--- src/hdl/rtpm_pkg.sv ---
// Types and constants shared by the three-phase RMS monitor.
package rtpm_pkg;

  // Channel count and channel index width.
  localparam int CHANNELS = 3;
  localparam int CH_W     = 2;
  localparam logic [CH_W-1:0] LAST_CH = CH_W'(CHANNELS - 1);

  // Widths of the register fields and of the internal words.
  localparam int WLEN_W   = 10;
  localparam int OFFS_W   = 12;
  localparam int WORD_W   = 16;
  localparam int SMP_W    = 16;
  localparam int SQ_W     = 2 * SMP_W;
  localparam int SUM_W    = 40;
  localparam int CNT_W    = 11;
  localparam int FRAC_W   = 16;
  localparam int QUO_W    = SUM_W + FRAC_W;
  localparam int REM_W    = CNT_W + 1;
  localparam int ROOT_W   = QUO_W / 2;
  localparam int SREM_W   = ROOT_W + 2;
  localparam int PROD_W   = ROOT_W + WORD_W;
  localparam int RND_W    = PROD_W + 1;
  localparam int DIV_STEPS  = QUO_W;
  localparam int SQRT_STEPS = QUO_W / 2;
  localparam int STEP_W   = $clog2(DIV_STEPS);
  localparam int CFG_IDX_W = 3;

  // Command queue depth.
  localparam int QUEUE_DEPTH = 2;
  localparam int QPTR_W      = $clog2(QUEUE_DEPTH);
  localparam int QCNT_W      = $clog2(QUEUE_DEPTH + 1);

  // Register indexes of the configuration port.
  typedef enum logic [CFG_IDX_W-1:0] {
    CFG_WINDOW_LEN = 3'd0,
    CFG_ADC_OFFSET = 3'd1,
    CFG_VOLT_SCALE = 3'd2,
    CFG_MIN_RMS    = 3'd3,
    CFG_REV_LOW    = 3'd4,
    CFG_REV_HIGH   = 3'd5
  } cfg_idx_e;

  // Configuration register set.
  typedef struct packed {
    logic [WLEN_W-1:0] window_len;
    logic [OFFS_W-1:0] adc_offset;
    logic [WORD_W-1:0] volt_scale;
    logic [WORD_W-1:0] min_rms;
    logic [WORD_W-1:0] rev_low;
    logic [WORD_W-1:0] rev_high;
  } cfg_t;

  // One classified tick, handed from the front end to the back end.
  typedef struct packed {
    logic                            close;
    logic [CHANNELS-1:0]             acc;
    logic [CHANNELS-1:0][SMP_W-1:0]  smp;
    logic                            rev;
  } cmd_t;

  // Request to the RMS calculation unit.
  typedef struct packed {
    logic             start;
    logic [SUM_W-1:0] sum;
    logic [CNT_W-1:0] cnt;
  } calc_req_t;

  // Answer of the RMS calculation unit.
  typedef struct packed {
    logic              done;
    logic [WORD_W-1:0] rms;
  } calc_rsp_t;

endpackage

--- src/hdl/rtpm_in_if.sv ---
// Input channel: one timer tick with three samples and a phase count.
interface rtpm_in_if #(
  parameter int ADC_BITS = 12
) ();
  logic                valid;
  logic                ready;
  logic [ADC_BITS-1:0] sample_r;
  logic [ADC_BITS-1:0] sample_y;
  logic [ADC_BITS-1:0] sample_b;
  logic [15:0]         phase_count;

  modport source (output valid, sample_r, sample_y, sample_b, phase_count, input ready);
  modport sink   (input valid, sample_r, sample_y, sample_b, phase_count, output ready);
endinterface

--- src/hdl/rtpm_out_if.sv ---
// Output channel: RMS values, loss flags, reversal and window flags.
interface rtpm_out_if ();
  logic        valid;
  logic        ready;
  logic [15:0] rms_r;
  logic [15:0] rms_y;
  logic [15:0] rms_b;
  logic        loss_r;
  logic        loss_y;
  logic        loss_b;
  logic        reversal;
  logic        window_done;

  modport source (output valid, rms_r, rms_y, rms_b, loss_r, loss_y, loss_b,
                  reversal, window_done, input ready);
  modport sink   (input valid, rms_r, rms_y, rms_b, loss_r, loss_y, loss_b,
                  reversal, window_done, output ready);
endinterface

--- src/hdl/rtpm_front.sv ---
// Front end: accepts ticks, runs the window counter and classifies each tick.
module rtpm_front #(
  parameter int ADC_BITS = 12
) (
  input  logic           clk_i,
  input  logic           rst_ni,
  input  rtpm_pkg::cfg_t cfg_i,
  rtpm_in_if.sink        in_i,
  output logic           push_valid_o,
  input  logic           push_ready_i,
  output rtpm_pkg::cmd_t push_data_o
);

  logic [rtpm_pkg::CNT_W-1:0] tick_q, tick_d;
  logic [rtpm_pkg::CNT_W-1:0] tick_nx;
  logic                       close;
  logic                       accept;
  logic [rtpm_pkg::CHANNELS-1:0][rtpm_pkg::SMP_W-1:0] smp;

  // A word is taken whenever the queue has room.
  assign in_i.ready   = push_ready_i;
  assign push_valid_o = in_i.valid;
  assign accept       = in_i.valid && push_ready_i;

  // Samples are cut to the converter width and widened to the internal width.
  assign smp[0] = rtpm_pkg::SMP_W'(in_i.sample_r[ADC_BITS-1:0]);
  assign smp[1] = rtpm_pkg::SMP_W'(in_i.sample_y[ADC_BITS-1:0]);
  assign smp[2] = rtpm_pkg::SMP_W'(in_i.sample_b[ADC_BITS-1:0]);

  // The tick that takes the counter past the window length closes the window.
  assign tick_nx = tick_q + rtpm_pkg::CNT_W'(1);
  assign close   = tick_nx > rtpm_pkg::CNT_W'(cfg_i.window_len);

  always_comb begin
    push_data_o.close = close;
    push_data_o.smp   = smp;
    push_data_o.rev   = !((in_i.phase_count > cfg_i.rev_low) &&
                          (in_i.phase_count < cfg_i.rev_high));
    for (int c = 0; c < rtpm_pkg::CHANNELS; c++) begin
      push_data_o.acc[c] = !close && (smp[c] > rtpm_pkg::SMP_W'(cfg_i.adc_offset));
    end
  end

  // Tick counter advances on each accepted word and restarts on a close.
  always_comb begin
    tick_d = tick_q;
    if (accept) begin
      tick_d = close ? '0 : tick_nx;
    end
  end

  always_ff @(posedge clk_i or negedge rst_ni) begin
    if (!rst_ni) begin
      tick_q <= '0;
    end else begin
      tick_q <= tick_d;
    end
  end

endmodule

--- src/hdl/rtpm_queue.sv ---
// Short command queue between the front and back ends.
module rtpm_queue (
  input  logic           clk_i,
  input  logic           rst_ni,
  input  logic           push_valid_i,
  output logic           push_ready_o,
  input  rtpm_pkg::cmd_t push_data_i,
  output logic           pop_valid_o,
  input  logic           pop_ready_i,
  output rtpm_pkg::cmd_t pop_data_o
);

  rtpm_pkg::cmd_t              mem_q [rtpm_pkg::QUEUE_DEPTH];
  logic [rtpm_pkg::QPTR_W-1:0] wr_ptr_q, rd_ptr_q;
  logic [rtpm_pkg::QCNT_W-1:0] count_q;
  logic                        push, pop;

  assign push_ready_o = count_q != rtpm_pkg::QCNT_W'(rtpm_pkg::QUEUE_DEPTH);
  assign pop_valid_o  = count_q != '0;
  assign pop_data_o   = mem_q[rd_ptr_q];
  assign push         = push_valid_i && push_ready_o;
  assign pop          = pop_valid_o && pop_ready_i;

  // Pointers and fill level.
  always_ff @(posedge clk_i or negedge rst_ni) begin
    if (!rst_ni) begin
      wr_ptr_q <= '0;
      rd_ptr_q <= '0;
      count_q  <= '0;
    end else begin
      if (push) begin
        wr_ptr_q <= wr_ptr_q + rtpm_pkg::QPTR_W'(1);
      end
      if (pop) begin
        rd_ptr_q <= rd_ptr_q + rtpm_pkg::QPTR_W'(1);
      end
      if (push && !pop) begin
        count_q <= count_q + rtpm_pkg::QCNT_W'(1);
      end else if (pop && !push) begin
        count_q <= count_q - rtpm_pkg::QCNT_W'(1);
      end
    end
  end

  // Entry storage needs no reset.
  always_ff @(posedge clk_i) begin
    if (push) begin
      mem_q[wr_ptr_q] <= push_data_i;
    end
  end

endmodule

--- src/hdl/rtpm_calc.sv ---
// RMS unit: long division, bit-serial square root, scaling and saturation.
module rtpm_calc (
  input  logic                        clk_i,
  input  logic                        rst_ni,
  input  logic [rtpm_pkg::WORD_W-1:0] volt_scale_i,
  input  rtpm_pkg::calc_req_t         req_i,
  output rtpm_pkg::calc_rsp_t         rsp_o
);

  typedef enum logic [2:0] {
    C_IDLE,
    C_DIV,
    C_SQRT,
    C_MUL,
    C_RND
  } calc_state_e;

  calc_state_e                  state_q;
  logic [rtpm_pkg::STEP_W-1:0]  step_q;
  logic [rtpm_pkg::QUO_W-1:0]   dq_q;
  logic [rtpm_pkg::REM_W-1:0]   rem_q;
  logic [rtpm_pkg::CNT_W-1:0]   div_q;
  logic [rtpm_pkg::SREM_W-1:0]  srem_q;
  logic [rtpm_pkg::ROOT_W-1:0]  root_q;
  logic [rtpm_pkg::PROD_W-1:0]  prod_q;
  logic                         done_q;
  logic [rtpm_pkg::WORD_W-1:0]  rms_q;

  logic [rtpm_pkg::REM_W-1:0]   rem_sh;
  logic                         div_ge;
  logic [rtpm_pkg::SREM_W-1:0]  srem_sh;
  logic [rtpm_pkg::SREM_W-1:0]  trial;
  logic                         sqrt_ge;
  logic [rtpm_pkg::RND_W-1:0]   rnd;

  // One quotient bit per cycle: shift in the next dividend bit, try to subtract.
  assign rem_sh = {rem_q[rtpm_pkg::CNT_W-1:0], dq_q[rtpm_pkg::QUO_W-1]};
  assign div_ge = rem_sh >= {1'b0, div_q};

  // One root bit per cycle: bring down two bits, try root*4+1.
  assign srem_sh = {srem_q[rtpm_pkg::SREM_W-3:0], dq_q[rtpm_pkg::QUO_W-1 -: 2]};
  assign trial   = {root_q, 2'b01};
  assign sqrt_ge = srem_sh >= trial;

  // Round to nearest on the 16 fraction bits of the scaled root.
  assign rnd = rtpm_pkg::RND_W'(prod_q) + rtpm_pkg::RND_W'(32768);

  assign rsp_o.done = done_q;
  assign rsp_o.rms  = rms_q;

  // Done pulse: an empty channel answers at once, any other after rounding.
  always_ff @(posedge clk_i or negedge rst_ni) begin
    if (!rst_ni) begin
      done_q <= 1'b0;
    end else begin
      done_q <= ((state_q == C_IDLE) && req_i.start && (req_i.cnt == '0)) ||
                (state_q == C_RND);
    end
  end

  always_ff @(posedge clk_i or negedge rst_ni) begin
    if (!rst_ni) begin
      state_q <= C_IDLE;
      step_q  <= '0;
      rms_q   <= '0;
      dq_q    <= '0;
      rem_q   <= '0;
      div_q   <= '0;
      srem_q  <= '0;
      root_q  <= '0;
      prod_q  <= '0;
    end else begin
      case (state_q)
        C_IDLE: begin
          if (req_i.start) begin
            if (req_i.cnt == '0) begin
              // An empty channel reads as zero volts.
              rms_q   <= '0;
            end else begin
              dq_q    <= {req_i.sum, rtpm_pkg::FRAC_W'(0)};
              div_q   <= req_i.cnt;
              rem_q   <= '0;
              step_q  <= '0;
              state_q <= C_DIV;
            end
          end
        end
        C_DIV: begin
          dq_q   <= {dq_q[rtpm_pkg::QUO_W-2:0], div_ge};
          rem_q  <= div_ge ? rem_sh - {1'b0, div_q} : rem_sh;
          if (step_q == rtpm_pkg::STEP_W'(rtpm_pkg::DIV_STEPS - 1)) begin
            step_q  <= '0;
            srem_q  <= '0;
            root_q  <= '0;
            state_q <= C_SQRT;
          end else begin
            step_q  <= step_q + rtpm_pkg::STEP_W'(1);
          end
        end
        C_SQRT: begin
          dq_q   <= {dq_q[rtpm_pkg::QUO_W-3:0], 2'b00};
          srem_q <= sqrt_ge ? srem_sh - trial : srem_sh;
          root_q <= {root_q[rtpm_pkg::ROOT_W-2:0], sqrt_ge};
          if (step_q == rtpm_pkg::STEP_W'(rtpm_pkg::SQRT_STEPS - 1)) begin
            step_q  <= '0;
            state_q <= C_MUL;
          end else begin
            step_q  <= step_q + rtpm_pkg::STEP_W'(1);
          end
        end
        C_MUL: begin
          prod_q  <= root_q * volt_scale_i;
          state_q <= C_RND;
        end
        C_RND: begin
          // Saturate anything beyond sixteen integer bits.
          rms_q   <= (|rnd[rtpm_pkg::RND_W-1:2*rtpm_pkg::WORD_W]) ?
                     '1 : rnd[2*rtpm_pkg::WORD_W-1:rtpm_pkg::WORD_W];
          state_q <= C_IDLE;
        end
        default: begin
          state_q <= C_IDLE;
        end
      endcase
    end
  end

endmodule

--- src/hdl/rtpm_back.sv ---
// Back end: accumulates squares, closes windows and drives the result register.
module rtpm_back (
  input  logic                clk_i,
  input  logic                rst_ni,
  input  rtpm_pkg::cfg_t      cfg_i,
  input  logic                cmd_valid_i,
  output logic                cmd_ready_o,
  input  rtpm_pkg::cmd_t      cmd_i,
  output rtpm_pkg::calc_req_t calc_req_o,
  input  rtpm_pkg::calc_rsp_t calc_rsp_i,
  rtpm_out_if.source          out_o
);

  typedef enum logic [2:0] {
    ST_IDLE,
    ST_SQ,
    ST_ADD,
    ST_CSTART,
    ST_CWAIT,
    ST_OUT
  } back_state_e;

  back_state_e                  state_q;
  logic [rtpm_pkg::CH_W-1:0]    ch_q;
  rtpm_pkg::cmd_t               cmd_q;
  logic [rtpm_pkg::SQ_W-1:0]    prod_q;
  logic [rtpm_pkg::SUM_W-1:0]   sum_q  [rtpm_pkg::CHANNELS];
  logic [rtpm_pkg::CNT_W-1:0]   cnt_q  [rtpm_pkg::CHANNELS];
  logic [rtpm_pkg::WORD_W-1:0]  rms_q  [rtpm_pkg::CHANNELS];
  logic [rtpm_pkg::CHANNELS-1:0] loss_q;

  logic                          out_valid_q;
  logic [rtpm_pkg::WORD_W-1:0]   out_rms_q [rtpm_pkg::CHANNELS];
  logic [rtpm_pkg::CHANNELS-1:0] out_loss_q;
  logic                          out_rev_q;
  logic                          out_done_q;

  logic [rtpm_pkg::SUM_W:0]     sum_ext;
  logic [rtpm_pkg::SUM_W-1:0]   sum_sat;

  // New commands are taken only between items.
  assign cmd_ready_o = state_q == ST_IDLE;

  // Saturating square sum of the channel in hand.
  assign sum_ext = {1'b0, sum_q[ch_q]} + (rtpm_pkg::SUM_W + 1)'(prod_q);
  assign sum_sat = sum_ext[rtpm_pkg::SUM_W] ? '1 : sum_ext[rtpm_pkg::SUM_W-1:0];

  // Calculation request for the channel in hand.
  assign calc_req_o.start = state_q == ST_CSTART;
  assign calc_req_o.sum   = sum_q[ch_q];
  assign calc_req_o.cnt   = cnt_q[ch_q];

  // Result register.
  assign out_o.valid       = out_valid_q;
  assign out_o.rms_r       = out_rms_q[0];
  assign out_o.rms_y       = out_rms_q[1];
  assign out_o.rms_b       = out_rms_q[2];
  assign out_o.loss_r      = out_loss_q[0];
  assign out_o.loss_y      = out_loss_q[1];
  assign out_o.loss_b      = out_loss_q[2];
  assign out_o.reversal    = out_rev_q;
  assign out_o.window_done = out_done_q;

  always_ff @(posedge clk_i or negedge rst_ni) begin
    if (!rst_ni) begin
      state_q     <= ST_IDLE;
      ch_q        <= '0;
      cmd_q       <= '0;
      prod_q      <= '0;
      loss_q      <= '0;
      out_valid_q <= 1'b0;
      out_loss_q  <= '0;
      out_rev_q   <= 1'b0;
      out_done_q  <= 1'b0;
      for (int c = 0; c < rtpm_pkg::CHANNELS; c++) begin
        sum_q[c]     <= '0;
        cnt_q[c]     <= '0;
        rms_q[c]     <= '0;
        out_rms_q[c] <= '0;
      end
    end else begin
      // The result word leaves when the receiver takes it.
      if (out_valid_q && out_o.ready && (state_q != ST_OUT)) begin
        out_valid_q <= 1'b0;
      end
      case (state_q)
        ST_IDLE: begin
          if (cmd_valid_i) begin
            cmd_q <= cmd_i;
            ch_q  <= '0;
            if (cmd_i.close) begin
              // Loss flags come from the RMS values of the window before.
              for (int c = 0; c < rtpm_pkg::CHANNELS; c++) begin
                loss_q[c] <= rms_q[c] <= cfg_i.min_rms;
              end
              state_q <= ST_CSTART;
            end else begin
              state_q <= ST_SQ;
            end
          end
        end
        ST_SQ: begin
          prod_q  <= cmd_q.smp[ch_q] * cmd_q.smp[ch_q];
          state_q <= ST_ADD;
        end
        ST_ADD: begin
          if (cmd_q.acc[ch_q]) begin
            sum_q[ch_q] <= sum_sat;
            cnt_q[ch_q] <= cnt_q[ch_q] + rtpm_pkg::CNT_W'(1);
          end
          if (ch_q == rtpm_pkg::LAST_CH) begin
            state_q <= ST_OUT;
          end else begin
            ch_q    <= ch_q + rtpm_pkg::CH_W'(1);
            state_q <= ST_SQ;
          end
        end
        ST_CSTART: begin
          state_q <= ST_CWAIT;
        end
        ST_CWAIT: begin
          if (calc_rsp_i.done) begin
            rms_q[ch_q] <= calc_rsp_i.rms;
            sum_q[ch_q] <= '0;
            cnt_q[ch_q] <= '0;
            if (ch_q == rtpm_pkg::LAST_CH) begin
              state_q <= ST_OUT;
            end else begin
              ch_q    <= ch_q + rtpm_pkg::CH_W'(1);
              state_q <= ST_CSTART;
            end
          end
        end
        ST_OUT: begin
          // Load the result once the register is free or being emptied.
          if (!out_valid_q || out_o.ready) begin
            out_valid_q <= 1'b1;
            for (int c = 0; c < rtpm_pkg::CHANNELS; c++) begin
              out_rms_q[c] <= rms_q[c];
            end
            out_loss_q <= loss_q;
            out_rev_q  <= cmd_q.rev;
            out_done_q <= cmd_q.close;
            state_q    <= ST_IDLE;
          end
        end
        default: begin
          state_q <= ST_IDLE;
        end
      endcase
    end
  end

endmodule

--- src/hdl/three_phase_rms_monitor.sv ---
// Top level of the three-phase RMS, phase-loss and phase-sequence monitor.
//
// Words arrive on in_i, one per timer tick, with valid/ready: three ADC samples
// and a phase timer count. Each accepted word gives exactly one result word on
// out_o: the latest RMS values in centivolts, the loss flags, the reversal flag
// and a flag that marks the tick which closed a window. The six registers are
// written through cfg_we_i / cfg_idx_i / cfg_data_i; the user must write them
// only while the block is idle, as the block itself does not enforce this.
// The back end squares and adds a tick's channels one after another through its
// one squaring multiplier, and takes the next tick only once the last one is in
// the result register. A tick that closes a window sends each channel with
// samples through a long division, a square root, scaling and rounding, and a
// hand-over; an empty channel skips these steps and is answered at once.
// A two-word queue sits between the classifying front end and the back end, and
// the result register lets one result wait while the next word is worked on.
// If the receiver stalls, the back end holds its finished word, the queue
// fills and in_i.ready drops once it is full.
// Reset clears the tick counter, sums, counts, RMS values and loss flags and
// loads the registers with their defaults; no clearing pass is needed.
module three_phase_rms_monitor #(
  parameter int ADC_BITS = 12
) (
  input  logic                             clk_i,
  input  logic                             rst_ni,
  input  logic                             cfg_we_i,
  input  logic [rtpm_pkg::CFG_IDX_W-1:0]   cfg_idx_i,
  input  logic [rtpm_pkg::WORD_W-1:0]      cfg_data_i,
  rtpm_in_if.sink                          in_i,
  rtpm_out_if.source                       out_o
);

  rtpm_pkg::cfg_t      cfg_q;
  logic                push_valid, push_ready;
  rtpm_pkg::cmd_t      push_data;
  logic                pop_valid, pop_ready;
  rtpm_pkg::cmd_t      pop_data;
  rtpm_pkg::calc_req_t calc_req;
  rtpm_pkg::calc_rsp_t calc_rsp;

  // Configuration registers; writes to unknown indexes are dropped.
  always_ff @(posedge clk_i or negedge rst_ni) begin
    if (!rst_ni) begin
      cfg_q.window_len <= rtpm_pkg::WLEN_W'(80);
      cfg_q.adc_offset <= '0;
      cfg_q.volt_scale <= rtpm_pkg::WORD_W'(256);
      cfg_q.min_rms    <= '0;
      cfg_q.rev_low    <= '0;
      cfg_q.rev_high   <= '1;
    end else if (cfg_we_i) begin
      case (cfg_idx_i)
        rtpm_pkg::CFG_WINDOW_LEN: cfg_q.window_len <= cfg_data_i[rtpm_pkg::WLEN_W-1:0];
        rtpm_pkg::CFG_ADC_OFFSET: cfg_q.adc_offset <= cfg_data_i[rtpm_pkg::OFFS_W-1:0];
        rtpm_pkg::CFG_VOLT_SCALE: cfg_q.volt_scale <= cfg_data_i;
        rtpm_pkg::CFG_MIN_RMS:    cfg_q.min_rms    <= cfg_data_i;
        rtpm_pkg::CFG_REV_LOW:    cfg_q.rev_low    <= cfg_data_i;
        rtpm_pkg::CFG_REV_HIGH:   cfg_q.rev_high   <= cfg_data_i;
        default: begin
        end
      endcase
    end
  end

  // Front end: window counter and tick classification.
  rtpm_front #(
    .ADC_BITS (ADC_BITS)
  ) u_front (
    .clk_i        (clk_i),
    .rst_ni       (rst_ni),
    .cfg_i        (cfg_q),
    .in_i         (in_i),
    .push_valid_o (push_valid),
    .push_ready_i (push_ready),
    .push_data_o  (push_data)
  );

  // Command queue.
  rtpm_queue u_queue (
    .clk_i        (clk_i),
    .rst_ni       (rst_ni),
    .push_valid_i (push_valid),
    .push_ready_o (push_ready),
    .push_data_i  (push_data),
    .pop_valid_o  (pop_valid),
    .pop_ready_i  (pop_ready),
    .pop_data_o   (pop_data)
  );

  // Back end: accumulation, window close and result register.
  rtpm_back u_back (
    .clk_i       (clk_i),
    .rst_ni      (rst_ni),
    .cfg_i       (cfg_q),
    .cmd_valid_i (pop_valid),
    .cmd_ready_o (pop_ready),
    .cmd_i       (pop_data),
    .calc_req_o  (calc_req),
    .calc_rsp_i  (calc_rsp),
    .out_o       (out_o)
  );

  // Shared RMS calculation unit.
  rtpm_calc u_calc (
    .clk_i        (clk_i),
    .rst_ni       (rst_ni),
    .volt_scale_i (cfg_q.volt_scale),
    .req_i        (calc_req),
    .rsp_o        (calc_rsp)
  );

endmodule

--- src/flat_wrapper.sv ---
// flat-port wrapper written by rule: the top's interface ports become plain ports
module three_phase_rms_monitor_flat 
#(
  parameter int ADC_BITS = 12
)
  (clk_i, rst_ni, cfg_we_i, cfg_idx_i, cfg_data_i, in_i_valid, in_i_sample_r, in_i_sample_y, in_i_sample_b, in_i_phase_count, in_i_ready, out_o_valid, out_o_rms_r, out_o_rms_y, out_o_rms_b, out_o_loss_r, out_o_loss_y, out_o_loss_b, out_o_reversal, out_o_window_done, out_o_ready);
  rtpm_in_if #(.ADC_BITS(ADC_BITS)) in_i_i ();
  rtpm_out_if out_o_i ();
  input  logic clk_i;
  input  logic rst_ni;
  input  logic cfg_we_i;
  input  logic [rtpm_pkg::CFG_IDX_W-1:0] cfg_idx_i;
  input  logic [rtpm_pkg::WORD_W-1:0] cfg_data_i;
  input wire logic [$bits(in_i_i.valid)-1:0] in_i_valid;
  input wire logic [$bits(in_i_i.sample_r)-1:0] in_i_sample_r;
  input wire logic [$bits(in_i_i.sample_y)-1:0] in_i_sample_y;
  input wire logic [$bits(in_i_i.sample_b)-1:0] in_i_sample_b;
  input wire logic [$bits(in_i_i.phase_count)-1:0] in_i_phase_count;
  output wire logic [$bits(in_i_i.ready)-1:0] in_i_ready;
  output wire logic [$bits(out_o_i.valid)-1:0] out_o_valid;
  output wire logic [$bits(out_o_i.rms_r)-1:0] out_o_rms_r;
  output wire logic [$bits(out_o_i.rms_y)-1:0] out_o_rms_y;
  output wire logic [$bits(out_o_i.rms_b)-1:0] out_o_rms_b;
  output wire logic [$bits(out_o_i.loss_r)-1:0] out_o_loss_r;
  output wire logic [$bits(out_o_i.loss_y)-1:0] out_o_loss_y;
  output wire logic [$bits(out_o_i.loss_b)-1:0] out_o_loss_b;
  output wire logic [$bits(out_o_i.reversal)-1:0] out_o_reversal;
  output wire logic [$bits(out_o_i.window_done)-1:0] out_o_window_done;
  input wire logic [$bits(out_o_i.ready)-1:0] out_o_ready;
  assign in_i_i.valid = in_i_valid;
  assign in_i_i.sample_r = in_i_sample_r;
  assign in_i_i.sample_y = in_i_sample_y;
  assign in_i_i.sample_b = in_i_sample_b;
  assign in_i_i.phase_count = in_i_phase_count;
  assign in_i_ready = in_i_i.ready;
  assign out_o_valid = out_o_i.valid;
  assign out_o_rms_r = out_o_i.rms_r;
  assign out_o_rms_y = out_o_i.rms_y;
  assign out_o_rms_b = out_o_i.rms_b;
  assign out_o_loss_r = out_o_i.loss_r;
  assign out_o_loss_y = out_o_i.loss_y;
  assign out_o_loss_b = out_o_i.loss_b;
  assign out_o_reversal = out_o_i.reversal;
  assign out_o_window_done = out_o_i.window_done;
  assign out_o_i.ready = out_o_ready;
  three_phase_rms_monitor #(.ADC_BITS(ADC_BITS)) u_core (.clk_i(clk_i), .rst_ni(rst_ni), .cfg_we_i(cfg_we_i), .cfg_idx_i(cfg_idx_i), .cfg_data_i(cfg_data_i), .in_i(in_i_i), .out_o(out_o_i));
endmodule
--- config.mk ---
export PLATFORM = sky130hd
export DESIGN_NAME = three_phase_rms_monitor_flat
export DESIGN_NICKNAME = d
export VERILOG_FILES = /design/src/hdl/rtpm_pkg.sv /design/src/hdl/rtpm_in_if.sv /design/src/hdl/rtpm_out_if.sv /design/src/hdl/rtpm_front.sv /design/src/hdl/rtpm_queue.sv /design/src/hdl/rtpm_calc.sv /design/src/hdl/rtpm_back.sv /design/src/hdl/three_phase_rms_monitor.sv /design/src/flat_wrapper.sv
export SDC_FILE = /design/constraint.sdc
export NUM_CORES = 2
export LEC_CHECK = 0
export BUFFER_PORTS_ARGS = -buffer_cell sky130_fd_sc_hd__buf_2
export CAP_MARGIN = 20
export CORE_AREA = 2 2 314 316
export DETAILED_ROUTE_END_ITERATION = 6
export DIE_AREA = 0 0 316 318
export GPL_TIMING_DRIVEN = 0
export PLACE_DENSITY = 0.82
export SLEW_MARGIN = 20
export SYNTH_ARGS = -nofsm -noshare
export SYNTH_HDL_FRONTEND = slang
export SYNTH_SLANG_ARGS = --single-unit
--- constraint.sdc ---
create_clock -name clk_i -period 18.7 [get_ports clk_i]
set_input_delay 2.805 -clock clk_i [delete_from_list [all_inputs] [get_ports clk_i]]
set_output_delay 2.805 -clock clk_i [all_outputs]
set_load 0.02 [all_outputs]
==> flow_summary.yaml <==
timing:
  finalCriticalPeriod_ps: 9260
  final_hold_viol_count: 0
  fmax_ghz: 0.108
  setup_viol: 0
  slew_violations: 0
  whs_ps: 480
  fin_crit_sh: 0.495
  rsz0062_at_grt: "no"
  fin_skew_ps: 25.4
  relSlewSlack: 0.0902
  finalSetupTns_ps: 0
  worst_pin_slew_ps: 1360
floorplan:
  io_pins: 131
  rows: 115
  core_area_um2: 97400
  start_util: 0.543
  die_w_um: 316
  die_area_um2: 100000
  die_h_um: 318
clocking:
  cts_resized: 0
  postCtsSetupBuffers: 0
  clockRootBuffer: "clkbuf_16"
  cts_buffers: 74
  tritoncts: "built"
  cts.sinks: 701
  cts-htree-levels: 3
  insertion_delay_ps: 650
  clk_path_buf_depth: 3
  holdBufCountCts: 0
  clk_pin_slew_ps: 60
detailed_routing:
  dr_total_vias: 41664
  avgViaCountPerCell: 5.92
  drt_pass1_iterations: 7
  drt_iter0_markers: 4233
  wl_um: 147000
  ant_nets: 0
  route.detailed.drc: 1
  wire_per_inst_um: 20.9
yosys:
  ys.flop_type: "dfrtp_1"
  synthArstFlopShare: 0.883
  synth_fp_nets: 6395
  synth_top_area_cell: "dfrtp_1"
  yosysWarnings: 0
  synthTopCellsByCount: "nand2_1, inv_1, dfrtp_1"
  avgSynthCellArea_um2: 9.66
  ys_seq_area_frac: 0.340
  synth_edf_count: 82
  syn_inst: 5478
  ys_seq_elements: 701
  syn_area_um2: 52900
  yosys-top-cells-area: "dfrtp_1, fa_1, ha_1"
  yosysUniqueCellTypes: 72
  synth_most_common_cell: "nand2_1"
  netlist.area_leader.share: 0.284
placement:
  place.gp.congestion: 0.987
  dp_hpwl_um: 113000
  io_buffers: 129
global_route:
  grt_max_degree: 95
  gr-total-overflow: 0
  grt_pass1_vias: 43174
  grt_usage: 0.298
  antenna_found_initial: 5
  grt_pass1_wl_um: 236000
critical_path:
  worstPathMaxFanout: 10
  crit_arrival_ps: 9770
  end_kind: "flop"
  ff2ff_path_depth: 27
  r2r-end: "u_core.u_back.prod_q[23]"
  r2r_slack_ps: 9440
  r2r-start: "u_core.u_back.ch_q[0]"
  path_class: "reg -> reg"
  start_kind: "flop"
  cp.required_ps: 19210
  worstSetupStartpoint: "u_core.u_back.ch_q[0]"
run_status:
  failed_checks: "design-rule violations"
  status: "complete, but fails checks"
cells_and_area:
  nets: 6609
  areaGrowthSynthToFinish_pct: 9.72
  drive_gt1_frac: 0.0831
  fill_cells: 7888
job:
  drv_cap: 0
worst_hold_path:
  hp-class: "reg -> reg"
  min-delay-start: "u_core.u_back.sum_q[51]"
  worstHoldEndpoint: "u_core.u_back.sum_q[51]"
  holdPathStages: 2
critical path, stage by stage, from the launching register on:
cell,delay [ps]
dfrtp_1,470
clkbuf_1,580
clkbuf_1,590
clkbuf_1,500
clkbuf_1,450
nor2_1,110
a21oi_1,500
inv_1,320
nand2_1,230
fa_1,480
fa_1,540
inv_1,40
ha_1,170
inv_1,70
fa_1,440
fa_1,500
fa_1,490
inv_1,40
ha_1,230
a2111oi_0,670
o21ai_0,300
o31ai_1,460
o21ai_1,210
nor2b_1,190
o211ai_1,220
nand2b_1,100
xnor2_1,140
o21ai_0,80
worst max-delay path by stage:
stage | depth (start not counted) | end
floorplan | 26 | u_core.u_back.prod_q[24]
CTS | 27 | u_core.u_back.prod_q[23]
detailed placement | 27 | u_core.u_back.prod_q[23]
global placement | 1 | u_core.u_back.sum_q[53]
finish | 27 | u_core.u_back.prod_q[23]
global route | 27 | u_core.u_back.prod_q[24]
cell type report:
class	count	area (um2)	share of cell area
repair buffers	138	903	0.0156
clock inverters	38	480	0.00827
well taps	1287	1610	0.0277
diodes	2	5.00	0.0000862
multi-input cells	3806	31300	0.539
plain buffers	252	985	0.0170
inverters	719	2700	0.0465
flip-flops and latches	701	18000	0.310
clock buffers	97	2120	0.0366
per-layer routing:
| layer | vias to the layer above | track usage | share of wire |
|---|---|---|---|
| li1 | 18559 | - | - |
| met1 | 20765 | 0.381 | 0.39 |
| met2 | 1875 | 0.481 | 0.47 |
| met3 | 461 | 0.0671 | 0.088 |
| met4 | 4 | 0.142 | 0.055 |
| met5 | - | 0 | 0.00024 |
sequential cells by signal, indices dropped and copies added (netlist names), 29 cells and up:
register / count
u_core.u_queue.mem_q: 82
u_core.cfg_q: 86
u_core.u_back.cmd_q: 41
u_core.u_back.cnt_q: 33
u_core.u_calc.prod_q: 29
u_core.u_back.rms_q: 48
u_core.u_back.sum_q: 120
u_core.u_calc.dq_q: 56
metrics by stage:
stage	utilization	cells	setup WS, ps	area (um2)
after detailed placement	0.569	6903	9700	55500
after floorplan	-	5478	11240	52900
final	0.596	7040	9440	58100
after global placement	0.567	6894	2080	55200
after global routing	0.596	7039	8890	58100
after CTS	0.596	7038	9630	58100
cells by family after synthesis:
family / Yosys count / share of synthesized area
XOR/XNOR: 139 / 0.0230
flip-flops: 701 / 0.340
AO/OA/AOI/OAI: 1015 / 0.118
AND/OR/NAND/NOR: 1528 / 0.131
multiplexers: 283 / 0.0573
adder cells (fa/ha/maj): 841 / 0.262
buffers and inverters: 971 / 0.0696
cell usage in the layout, fill, tap and decap left out, drive strengths merged, types with 82 or more instances in the layout:
| master | count |
|---|---|
| a21o | 99 |
| a21oi | 211 |
| and2 | 191 |
| buf | 174 |
| clkbuf | 313 |
| dfrtp | 600 |
| edfxtp | 82 |
| fa | 446 |
| ha | 395 |
| inv | 717 |
| mux2 | 161 |
| mux2i | 122 |
| nand2 | 740 |
| nor2 | 296 |
| o21ai | 382 |
Power is not shown: default switching activity piles up to over one toggle a cycle in this logic, so the estimate is an artifact.
